===== config.mk =====
export PLATFORM = sky130hd
export DESIGN_NAME = ps2_mouse_packet_tracker_core_flat
export DESIGN_NICKNAME = d
export VERILOG_FILES = /design/src/hdl/pmpt_pkg.sv /design/src/hdl/pmpt_if.sv /design/src/hdl/pmpt_tracker.sv /design/src/hdl/pmpt_out_reg.sv /design/src/hdl/ps2_mouse_packet_tracker_core.sv /design/src/flat_wrapper.sv
export SDC_FILE = /design/constraint.sdc
export NUM_CORES = 1
export LEC_CHECK = 0
export BUFFER_PORTS_ARGS = -buffer_cell sky130_fd_sc_hd__buf_4
export CAP_MARGIN = 20
export CORE_ASPECT_RATIO = 1.25
export CORE_MARGIN = 2
export CORE_UTILIZATION = 40
export DETAILED_ROUTE_END_ITERATION = 16
export REMOVE_ABC_BUFFERS = 1
export SYNTH_ARGS = -nofsm -noshare
export SYNTH_HDL_FRONTEND = slang
export SYNTH_SLANG_ARGS = --single-unit

===== constraint.sdc =====
create_clock -name clk -period 7.55 [get_ports clk]
set_clock_uncertainty 0.1 [all_clocks]
set_input_delay 0.755 -clock clk [delete_from_list [all_inputs] [get_ports clk]]
set_output_delay 0.755 -clock clk [all_outputs]
set_load 0.01 [all_outputs]

===== src/hdl/pmpt_pkg.sv =====
`timescale 1ns / 1ps

package pmpt_pkg;

	// packet byte phases
	localparam logic [1:0] PHASE_HDR = 2'd0;
	localparam logic [1:0] PHASE_DX  = 2'd1;
	localparam logic [1:0] PHASE_DY  = 2'd2;

	// header bit positions
	localparam int HDR_SYNC_BIT  = 3;
	localparam int HDR_XSIGN_BIT = 4;
	localparam int HDR_YSIGN_BIT = 5;
	localparam int HDR_BTN_W     = 3;

	localparam logic [15:0] RESET_X = 16'd512;
	localparam logic [15:0] RESET_Y = 16'd384;

	// request codes
	localparam logic FUNC_BYTE   = 1'b0;
	localparam logic FUNC_REPORT = 1'b1;

	typedef struct packed {
		logic signed [15:0]    pos_x;
		logic signed [15:0]    pos_y;
		logic [HDR_BTN_W-1:0]  button_bits;
		logic                  packet_done;
		logic signed [15:0]    delta_x;
		logic signed [15:0]    delta_y;
		logic                  moved;
	} pmpt_res_t;

	typedef struct packed {
		logic [1:0] phase;
		logic       moved;
	} pmpt_status_t;

	// sign-extend a mouse delta byte to 16 bits using its header sign bit
	function automatic logic [15:0] ext9(input logic [7:0] low, input logic neg);
		return {{8{neg}}, low};
	endfunction

endpackage


===== src/hdl/pmpt_if.sv =====
`timescale 1ns / 1ps

interface pmpt_req_if;
	logic       valid;
	logic       ready;
	logic       func;
	logic [7:0] data_byte;

	modport source(output valid, func, data_byte, input ready);
	modport sink(input valid, func, data_byte, output ready);
endinterface

interface pmpt_rsp_if;
	logic               valid;
	logic               ready;
	logic signed [15:0] pos_x;
	logic signed [15:0] pos_y;
	logic [2:0]         button_bits;
	logic               packet_done;
	logic signed [15:0] delta_x;
	logic signed [15:0] delta_y;
	logic               moved;

	modport source(output valid, pos_x, pos_y, button_bits, packet_done, delta_x, delta_y,
		moved, input ready);
	modport sink(input valid, pos_x, pos_y, button_bits, packet_done, delta_x, delta_y,
		moved, output ready);
endinterface


===== src/hdl/pmpt_tracker.sv =====
`timescale 1ns / 1ps

module pmpt_tracker import pmpt_pkg::*; (
	input  logic         clk,
	input  logic         arst_n,
	input  logic         take,
	input  logic         func,
	input  logic [7:0]   data_byte,
	output pmpt_res_t    res,
	output pmpt_status_t status
);

	logic [1:0]           phase_q;
	logic [7:0]           header_q;
	logic [7:0]           dx_q;
	logic [15:0]          cur_x_q;
	logic [15:0]          cur_y_q;
	logic [HDR_BTN_W-1:0] buttons_q;
	logic [15:0]          rep_x_q;
	logic [15:0]          rep_y_q;

	logic [1:0]           phase_d;
	logic [7:0]           header_d;
	logic [7:0]           dx_d;
	logic [15:0]          cur_x_d;
	logic [15:0]          cur_y_d;
	logic [HDR_BTN_W-1:0] buttons_d;
	logic [15:0]          rep_x_d;
	logic [15:0]          rep_y_d;
	logic                 done;
	logic [15:0]          ddx;
	logic [15:0]          ddy;
	logic                 moved;

	assign moved = (cur_x_q != rep_x_q) || (cur_y_q != rep_y_q);

	always_comb begin
		phase_d   = phase_q;
		header_d  = header_q;
		dx_d      = dx_q;
		cur_x_d   = cur_x_q;
		cur_y_d   = cur_y_q;
		buttons_d = buttons_q;
		rep_x_d   = rep_x_q;
		rep_y_d   = rep_y_q;
		done      = 1'b0;
		ddx       = '0;
		ddy       = '0;
		if (func == FUNC_BYTE) begin
			unique case (phase_q)
				PHASE_DX: begin
					dx_d    = data_byte;
					phase_d = PHASE_DY;
				end
				PHASE_DY: begin
					buttons_d = header_q[HDR_BTN_W-1:0];
					cur_x_d   = cur_x_q + ext9(dx_q, header_q[HDR_XSIGN_BIT]);
					cur_y_d   = cur_y_q - ext9(data_byte, header_q[HDR_YSIGN_BIT]);
					phase_d   = PHASE_HDR;
					done      = 1'b1;
				end
				default: begin
					// header without sync bit is dropped
					if (data_byte[HDR_SYNC_BIT]) begin
						header_d = data_byte;
						phase_d  = PHASE_DX;
					end else begin
						phase_d = PHASE_HDR;
					end
				end
			endcase
		end else begin
			ddx     = cur_x_q - rep_x_q;
			ddy     = cur_y_q - rep_y_q;
			rep_x_d = cur_x_q;
			rep_y_d = cur_y_q;
		end
	end

	always_ff @(posedge clk or negedge arst_n) begin
		if (!arst_n) begin
			phase_q   <= PHASE_HDR;
			header_q  <= '0;
			dx_q      <= '0;
			cur_x_q   <= RESET_X;
			cur_y_q   <= RESET_Y;
			buttons_q <= '0;
			rep_x_q   <= RESET_X;
			rep_y_q   <= RESET_Y;
		end else if (take) begin
			phase_q   <= phase_d;
			header_q  <= header_d;
			dx_q      <= dx_d;
			cur_x_q   <= cur_x_d;
			cur_y_q   <= cur_y_d;
			buttons_q <= buttons_d;
			rep_x_q   <= rep_x_d;
			rep_y_q   <= rep_y_d;
		end
	end

	assign res.pos_x       = cur_x_d;
	assign res.pos_y       = cur_y_d;
	assign res.button_bits = buttons_d;
	assign res.packet_done = done;
	assign res.delta_x     = ddx;
	assign res.delta_y     = ddy;
	assign res.moved       = moved;

	assign status.phase = phase_q;
	assign status.moved = moved;

endmodule


===== src/hdl/pmpt_out_reg.sv =====
`timescale 1ns / 1ps

module pmpt_out_reg import pmpt_pkg::*; (
	input  logic        clk,
	input  logic        arst_n,
	input  logic        src_valid,
	output logic        src_ready,
	input  pmpt_res_t   src_data,
	pmpt_rsp_if.source  rsp
);

	logic      valid_q;
	pmpt_res_t data_q;

	// refill when empty or whenever the held result leaves in the same cycle
	assign src_ready = !valid_q || rsp.ready;

	always_ff @(posedge clk or negedge arst_n) begin
		if (!arst_n) begin
			valid_q <= 1'b0;
		end else if (src_ready) begin
			valid_q <= src_valid;
		end
	end

	always_ff @(posedge clk) begin
		if (src_ready && src_valid) begin
			data_q <= src_data;
		end
	end

	assign rsp.valid       = valid_q;
	assign rsp.pos_x       = data_q.pos_x;
	assign rsp.pos_y       = data_q.pos_y;
	assign rsp.button_bits = data_q.button_bits;
	assign rsp.packet_done = data_q.packet_done;
	assign rsp.delta_x     = data_q.delta_x;
	assign rsp.delta_y     = data_q.delta_y;
	assign rsp.moved       = data_q.moved;

endmodule


===== src/hdl/ps2_mouse_packet_tracker_core.sv =====
`timescale 1ns / 1ps

// channel  dir  fields
// -------  ---  ------------------------------------------------------------
// req      in   func, data_byte
// rsp      out  pos_x, pos_y, button_bits, packet_done, delta_x, delta_y, moved
//
// one transfer on req gives exactly one transfer on rsp through the result
// register; a new request is taken every cycle while the result register is
// empty or being drained, so the rate is one item per clock.
// reset puts the pointer at (512, 384), reported position equal, phase at header.
// a stalled rsp holds its result and blocks req until the result is taken.

module ps2_mouse_packet_tracker_core import pmpt_pkg::*; (
	input  logic       clk,
	input  logic       arst_n,
	pmpt_req_if.sink   req,
	pmpt_rsp_if.source rsp
);

	// request transfer
	logic         take;
	pmpt_res_t    res;
	pmpt_status_t status;

	assign take = req.valid && req.ready;

	// packet assembly and position state, result computed in the same cycle
	pmpt_tracker u_tracker (
		.clk       (clk),
		.arst_n    (arst_n),
		.take      (take),
		.func      (req.func),
		.data_byte (req.data_byte),
		.res       (res),
		.status    (status)
	);

	// result register decoupling the two sides
	pmpt_out_reg u_out_reg (
		.clk       (clk),
		.arst_n    (arst_n),
		.src_valid (req.valid),
		.src_ready (req.ready),
		.src_data  (res),
		.rsp       (rsp)
	);

`ifndef SYNTHESIS
	// after a report the reported position matches the current one
	a_report_syncs: assert property (@(posedge clk) disable iff (!arst_n)
		take && req.func == FUNC_REPORT |=> !status.moved)
		else $error("position still differs after report");

	// third packet byte always produces a completed-packet result
	a_packet_done: assert property (@(posedge clk) disable iff (!arst_n)
		take && req.func == FUNC_BYTE && status.phase == PHASE_DY
		|=> rsp.valid && rsp.packet_done)
		else $error("third byte did not complete a packet");

	// requests are only held off by a waiting result
	a_stall_cause: assert property (@(posedge clk) disable iff (!arst_n)
		!req.ready |-> rsp.valid && !rsp.ready)
		else $error("request stalled without a pending result");

	// unused phase code never reached
	a_phase_legal: assert property (@(posedge clk) disable iff (!arst_n)
		status.phase == PHASE_HDR || status.phase == PHASE_DX || status.phase == PHASE_DY)
		else $error("illegal packet phase");
`endif

endmodule

===== src/flat_wrapper.sv =====
// flat-port wrapper written by rule: the top's interface ports become plain ports
module ps2_mouse_packet_tracker_core_flat import pmpt_pkg::*;
  (clk, arst_n, req_valid, req_func, req_data_byte, req_ready, rsp_valid, rsp_pos_x, rsp_pos_y, rsp_button_bits, rsp_packet_done, rsp_delta_x, rsp_delta_y, rsp_moved, rsp_ready);
  pmpt_req_if req_i ();
  pmpt_rsp_if rsp_i ();
  input  logic clk;
  input  logic arst_n;
  input wire logic [$bits(req_i.valid)-1:0] req_valid;
  input wire logic [$bits(req_i.func)-1:0] req_func;
  input wire logic [$bits(req_i.data_byte)-1:0] req_data_byte;
  output wire logic [$bits(req_i.ready)-1:0] req_ready;
  output wire logic [$bits(rsp_i.valid)-1:0] rsp_valid;
  output wire logic [$bits(rsp_i.pos_x)-1:0] rsp_pos_x;
  output wire logic [$bits(rsp_i.pos_y)-1:0] rsp_pos_y;
  output wire logic [$bits(rsp_i.button_bits)-1:0] rsp_button_bits;
  output wire logic [$bits(rsp_i.packet_done)-1:0] rsp_packet_done;
  output wire logic [$bits(rsp_i.delta_x)-1:0] rsp_delta_x;
  output wire logic [$bits(rsp_i.delta_y)-1:0] rsp_delta_y;
  output wire logic [$bits(rsp_i.moved)-1:0] rsp_moved;
  input wire logic [$bits(rsp_i.ready)-1:0] rsp_ready;
  assign req_i.valid = req_valid;
  assign req_i.func = req_func;
  assign req_i.data_byte = req_data_byte;
  assign req_ready = req_i.ready;
  assign rsp_valid = rsp_i.valid;
  assign rsp_pos_x = rsp_i.pos_x;
  assign rsp_pos_y = rsp_i.pos_y;
  assign rsp_button_bits = rsp_i.button_bits;
  assign rsp_packet_done = rsp_i.packet_done;
  assign rsp_delta_x = rsp_i.delta_x;
  assign rsp_delta_y = rsp_i.delta_y;
  assign rsp_moved = rsp_i.moved;
  assign rsp_i.ready = rsp_ready;
  ps2_mouse_packet_tracker_core u_core (.clk(clk), .arst_n(arst_n), .req(req_i), .rsp(rsp_i));
endmodule

# --- Yosys cells after proc, flatten, opt, wreduce, memory -nomap -nowiden ---
# Index checks and enable logic that the tools add are counted.
totals:
  ff_bits: 153
  in_bits: 13
  out_inout_bits: 71
  elab_cells: 44
op_classes:
  add_sub_neg: 4
  eq_ne: 4
  muxes: 9
  n_bitwise: 2
  reduce_logical: 9
ops:
  columns: ["op", "n"]
  rows:
  - ["16-bit 2-to-1 mux", 4]
  - ["16-bit subtractor", 3]
  - ["16-bit != test", 2]
  - ["16-bit adder", 1]
  - ["3-bit 2-to-1 mux", 2]
  - ["2-bit one-hot mux with 2 select lines", 1]
  - ["2-bit AND reduction", 2]
  - ["4-bit AND reduction", 1]
  - ["3-bit AND reduction", 1]
  - ["2-bit by 1-bit equality test with 1-bit output (second input constant)", 1]
  - ["2-bit equality test (second input constant)", 1]
  - ["1-bit logical OR", 2]
  - ["1-bit 2-to-1 mux", 2]
  - ["1-bit NOT", 2]
  - ["2-bit OR reduction", 1]
  - ["1-bit logical AND", 1]
  - ["1-bit logical NOT", 1]

# --- Depth between registers and ports, before layout ---
logic_depth:
  depth_word: 4
  mapped_depth: 10
  depth_no_buf: 10

# --- Hierarchy ---
# A second synthesis with hierarchy kept.
unflattened:
  hier_cells: 847
  area_unflattened_um2: 8663.3
by_module_without_submodules:
  columns: ["module", "n_inst", "cells_per_inst", "area_each_um2"]
  rows:
  - ["pmpt_tracker", 1, 773, 6531.3]
  - ["pmpt_out_reg", 1, 73, 2125.8]
  - ["ps2_mouse_packet_tracker_core", 1, 1, 6.3]

# --- Worst setup path after synthesis ---
# OpenSTA, ideal clock, no wires.
synth_timing:
  path_kind: "input port to flip-flop"
  from: "input port rsp_ready"
  to: "register u_core.u_out_reg.data_q, in the netlist u_core.u_out_reg.rsp.button_bits[0], enable pin"
  setup_ns: 0.459
  t_arrival_ns: 3.326
  t_required_ns: 6.991
  setup_slack_ns: 3.665
  cell_stages: 4
  path_buffers: 1
  cell_sequence: "nand2b_1 > nand2_1 > inv_1 > clkbuf_1"
synth_via:
  elab_chain_cells: 2
synth_lines:
  columns: ["item", "line", "rtl"]
  rows:
  - ["start, declared", "flat_wrapper.sv:20", "input wire logic [$bits(rsp_i.ready)-1:0] rsp_ready;"]
  - ["1-bit logical OR", "pmpt_out_reg.sv:16", "assign src_ready = !valid_q || rsp.ready;"]
  - ["1-bit logical AND", null, null]
  - ["net u_core.take", "ps2_mouse_packet_tracker_core.sv:22", "logic take;"]
  - ["end signal, assigned", "pmpt_out_reg.sv:28", "data_q <= src_data;"]
  - ["end, declared", "pmpt_out_reg.sv:13", "pmpt_res_t data_q;"]
# The timed path passes the listed nets, and every way through them passes these cells.
# A chain may end at the register's enable or synchronous reset.

# --- Worst setup path in the final report ---
layout_timing:
  from: "input port rsp_ready"
  to: "register u_core.u_tracker.rep_x_q[10]"
layout_via:
  elab_chain_cells: 3
layout_lines:
  columns: ["item", "line", "rtl"]
  rows:
  - ["1-bit logical OR", "pmpt_out_reg.sv:16", null]
  - ["1-bit logical AND", "ps2_mouse_packet_tracker_core.sv:26", "assign take = req.valid && req.ready;"]
  - ["2-bit AND reduction (no source line)", null, null]
  - ["end signal, assigned", "pmpt_tracker.sv:97", "rep_x_q <= rep_x_d;"]
  - ["end, declared", "pmpt_tracker.sv:19", "logic [15:0] rep_x_q;"]
# Every way passes these cells.

==> flow_summary_export.csv <==
group,metric,value,unit
power,switchingPower,0.00203,W
logic_synthesis,synth_area_per_cell,10.3,um2
power,p_int,0.00295,W
floorplanning,core_area,21400,um2
placement,dpl.hpwl,12800,um
worst_setup_path,rrSetupSlack,4.37,ns
detailed_routing,vias_per_cell,5.04,
clocking,cts_inserted_buffers,17,
sta,min_period,3.29,ns
finish,area_growth,17.0,%
worst_setup_path,path_max_fanout,58,
power,power.density,493,nW/um2
logic_synthesis,syn_area,8630,um2
power,combPwrFrac,0.540,
clocking,clk_latency,0.43,ns
detailed_routing,route.detailed.drc,0,
finish,drive_gt1_frac,0.193,
sta,relSlewSlack,0.396,
worst_setup_path,criticalPathCategory,"in -> reg",
floorplanning,die-area,22800,um2
worst_setup_path,crit_required,7.76,ns
detailed_routing,first_pass_iters,4,
logic_synthesis,synth_area_leaders,"edfxtp_1 24%, dfrtp_1 22%, ha_1 9.1%",
global_routing,grt_overflow_total,0,
global_routing,grt_max_degree,74,
power,clockPowerShare,0.162,
logic_synthesis,ys_types,63,
global_routing,grt_pass1_vias,5898,
power,swShare,0.407,
logic_synthesis,synth_edf_count,69,
clocking,ctsLongestPathBuffers,2,
worst_setup_path,rr_worst_depth,6,
floorplanning,die_y,168,um
job,cap_violations,0,
logic_synthesis,ys_warn_count,0,
floorplanning,initial_core_util,0.404,
clocking,root_buffer,"clkbuf_16",
worst_setup_path,r2r-end,"u_core.u_tracker.rep_x_q[10]",
global_routing,grt_pass1_wl,28900,um
logic_synthesis,synth_top_area_share,0.240,
sta,fin_crit_sh,0.436,
logic_synthesis,ys_ff_latch,152,
power,worst_ir_drop_vdd,228,uV
worst_setup_path,arrival,3.50,ns
placement,io_buffer_count,83,
clocking,postCtsResizedCells,0,
sta,worst_pin_slew,0.906,ns
sta,finalHoldViolCount,0,
worst_setup_path,startpoint_type,"input port",
clocking,htreeDepth,4,
floorplanning,die_w,135,um
clocking,ctsHoldBuffers,0,
detailed_routing,first_iter_violations,185,
logic_synthesis,synth-main-ff-cell,"dfrtp_1",
global_routing,grt_antenna_before_repair,0,
finish,n_fill_cell,2041,
power,power_leakage,4.53,nW
detailed_routing,wl,17700,um
logic_synthesis,async_flop_share,0.546,
logic_synthesis,synth_top_area_cell,"edfxtp_1",
sta,maxSlewViolCount,0,
finish,nets,998,
detailed_routing,ant_nets,0,
clocking,clkTransAtPathRegs,0.06,ns
sta,tns,0,ns
detailed_routing,vias,6104,
status,outcome,"complete, no violations",
detailed_routing,wire_per_inst,14.6,um
power,p_seq_frac,0.298,
placement,place.gp.congestion,0.855,
sta,rsz0062_at_grt,"no",
min_path,hp-class,"in -> async",
clocking,post_cts_buffers,0,
logic_synthesis,synthTopCellsByCount,"118 x nand2_1, 77 x dfrtp_1, 72 x o21ai_0, 69 x edfxtp_1, 63 x ha_1",
sta,setup_violations,0,
floorplanning,rows,60,
floorplanning,pin_count,84,
logic_synthesis,syn_inst,835,
sta,max_freq,304,MHz
logic_synthesis,yosysSeqAreaShare,0.481,
global_routing,grtUsageTotal,0.163,
worst_setup_path,rr_startpoint,"u_core.u_out_reg.rsp.valid",
worst_setup_path,endpoint_kind,"flip-flop",
finish,diodes,0,
clocking,tritoncts,"built",
logic_synthesis,synth.most_common_cell,"nand2_1",
power,finalPower,0.00498,W
clocking,cts_sinks,152,
## critical path, stage by stage
cell	delay (ns)
buf_4	0.10
nand2b_1	0.16
nand2_1	0.26
clkinv_2	0.54
buf_4	0.55
nand2_2	0.70
mux2_2	0.41
## final cells by class
type | count | area (um2) | share of cell area
clock buffer | 20 | 478 | 0.0473
clock inverter | 12 | 87.6 | 0.00867
timing repair buffer | 87 | 653 | 0.0646
sequential | 152 | 4160 | 0.411
multi-input combinational | 603 | 4170 | 0.412
tap | 279 | 349 | 0.0345
inverter | 57 | 215 | 0.0213
## routing by layer
layer | up-vias | part of all wire | track usage
li1 | 3141 | - | -
met2 | 77 | 0.51 | 0.287
met5 | - | 0 | 0
met4 | 0 | 0.022 | 0.0639
met1 | 2859 | 0.44 | 0.196
met3 | 27 | 0.022 | 0.0283
## worst max-delay path by stage
stage	startpoint	endpoint	slack, ns	depth (start not counted)
4_1_cts	rsp_ready	u_core.u_tracker.rep_x_q[10]	4.14	7
6_report	rsp_ready	u_core.u_tracker.rep_x_q[10]	4.26	7
2_1_floorplan	rsp_ready	u_core.u_tracker.cur_y_q[6]	2.92	5
3_5_place_dp	rsp_ready	u_core.u_tracker.rep_y_q[15]	3.70	7
5_1_grt	rsp_ready	u_core.u_tracker.rep_y_q[2]	3.93	7
3_3_place_gp	rsp_ready	u_core.u_tracker.rep_y_q[13]	3.78	7
## registers in the layout, summed over array words and instances (netlist names)
register	flops
u_core.u_out_reg.rsp.delta_x	16
u_core.u_out_reg.rsp.delta_y	16
u_core.u_out_reg.rsp.pos_x	16
u_core.u_out_reg.rsp.pos_y	16
u_core.u_tracker.cur_x_q	16
u_core.u_tracker.cur_y_q	16
u_core.u_tracker.rep_x_q	16
u_core.u_tracker.rep_y_q	16
u_core.u_tracker.dx_q	8
u_core.u_tracker.header_q	5
u_core.u_out_reg.rsp.button_bits	3
u_core.u_tracker.buttons_q	3
u_core.u_tracker.phase_q	2
u_core.u_out_reg.rsp.moved	1
u_core.u_out_reg.rsp.packet_done	1
u_core.u_out_reg.rsp.valid	1
## cell usage in the layout (no fill, tap or decap), types with 3 or more instances in the layout
cell and n:
mux2_2 37, and2b_1 3, o21ai_1 6, a21oi_1 46, o21ai_0 72, inv_1 56, o21a_1 14, nor3b_1 6
and3_1 9, and2_1 14, or3_1 4, o21bai_1 6, nor2b_1 10, clkinv_2 5, nand3_1 9, o211ai_1 4
ha_1 63, a21o_1 20, dfstp_2 6, buf_4 87, nor3_1 5, nand4_1 11, mux2i_1 3, inv_6 4
xnor2_1 16, nor2_1 33, a31oi_1 7, nand2_1 118, xor2_1 25, o31ai_1 5, nand2b_1 8, clkbuf_16 18
edfxtp_1 69, fa_1 4, dfrtp_1 77
## power groups by stage
stage	clock network, W	registers (W)	logic, W
after floorplan	0	0.00151	0.00198
after global placement	0	0.00150	0.00266
after detailed placement	0	0.00150	0.00269
after CTS	0.000828	0.00149	0.00271
after global routing	0.000862	0.00153	0.00303
final	0.000807	0.00149	0.00269
## stage by stage
step                utilization  instances  hold WS [ns]  instance area [um2]  setup WS (ns)
floorplan                     -        812         0.346                 8530           2.92
global placement          0.446       1178         0.359                 9540           3.78
detailed placement        0.446       1178         0.363                 9540           3.70
CTS                       0.472       1210        0.0361                10100           4.14
global route              0.472       1210        0.0344                10100           3.93
finish                    0.472       1210        0.0446                10100           4.26
## kinds of logic (layout without fill, tap and decap cells)
group | after synthesis | in the layout | synth area share
compound gates | 207 | 207 | 0.149
flops | 152 | 152 | 0.481
buf+inv | 80 | 176 | 0.0365
mux | 40 | 40 | 0.0517
xor+xnor | 41 | 41 | 0.0416
simple gates | 248 | 248 | 0.139
fa+ha+maj | 67 | 67 | 0.101
No activity file was read; power rests on OpenSTA's default activity.
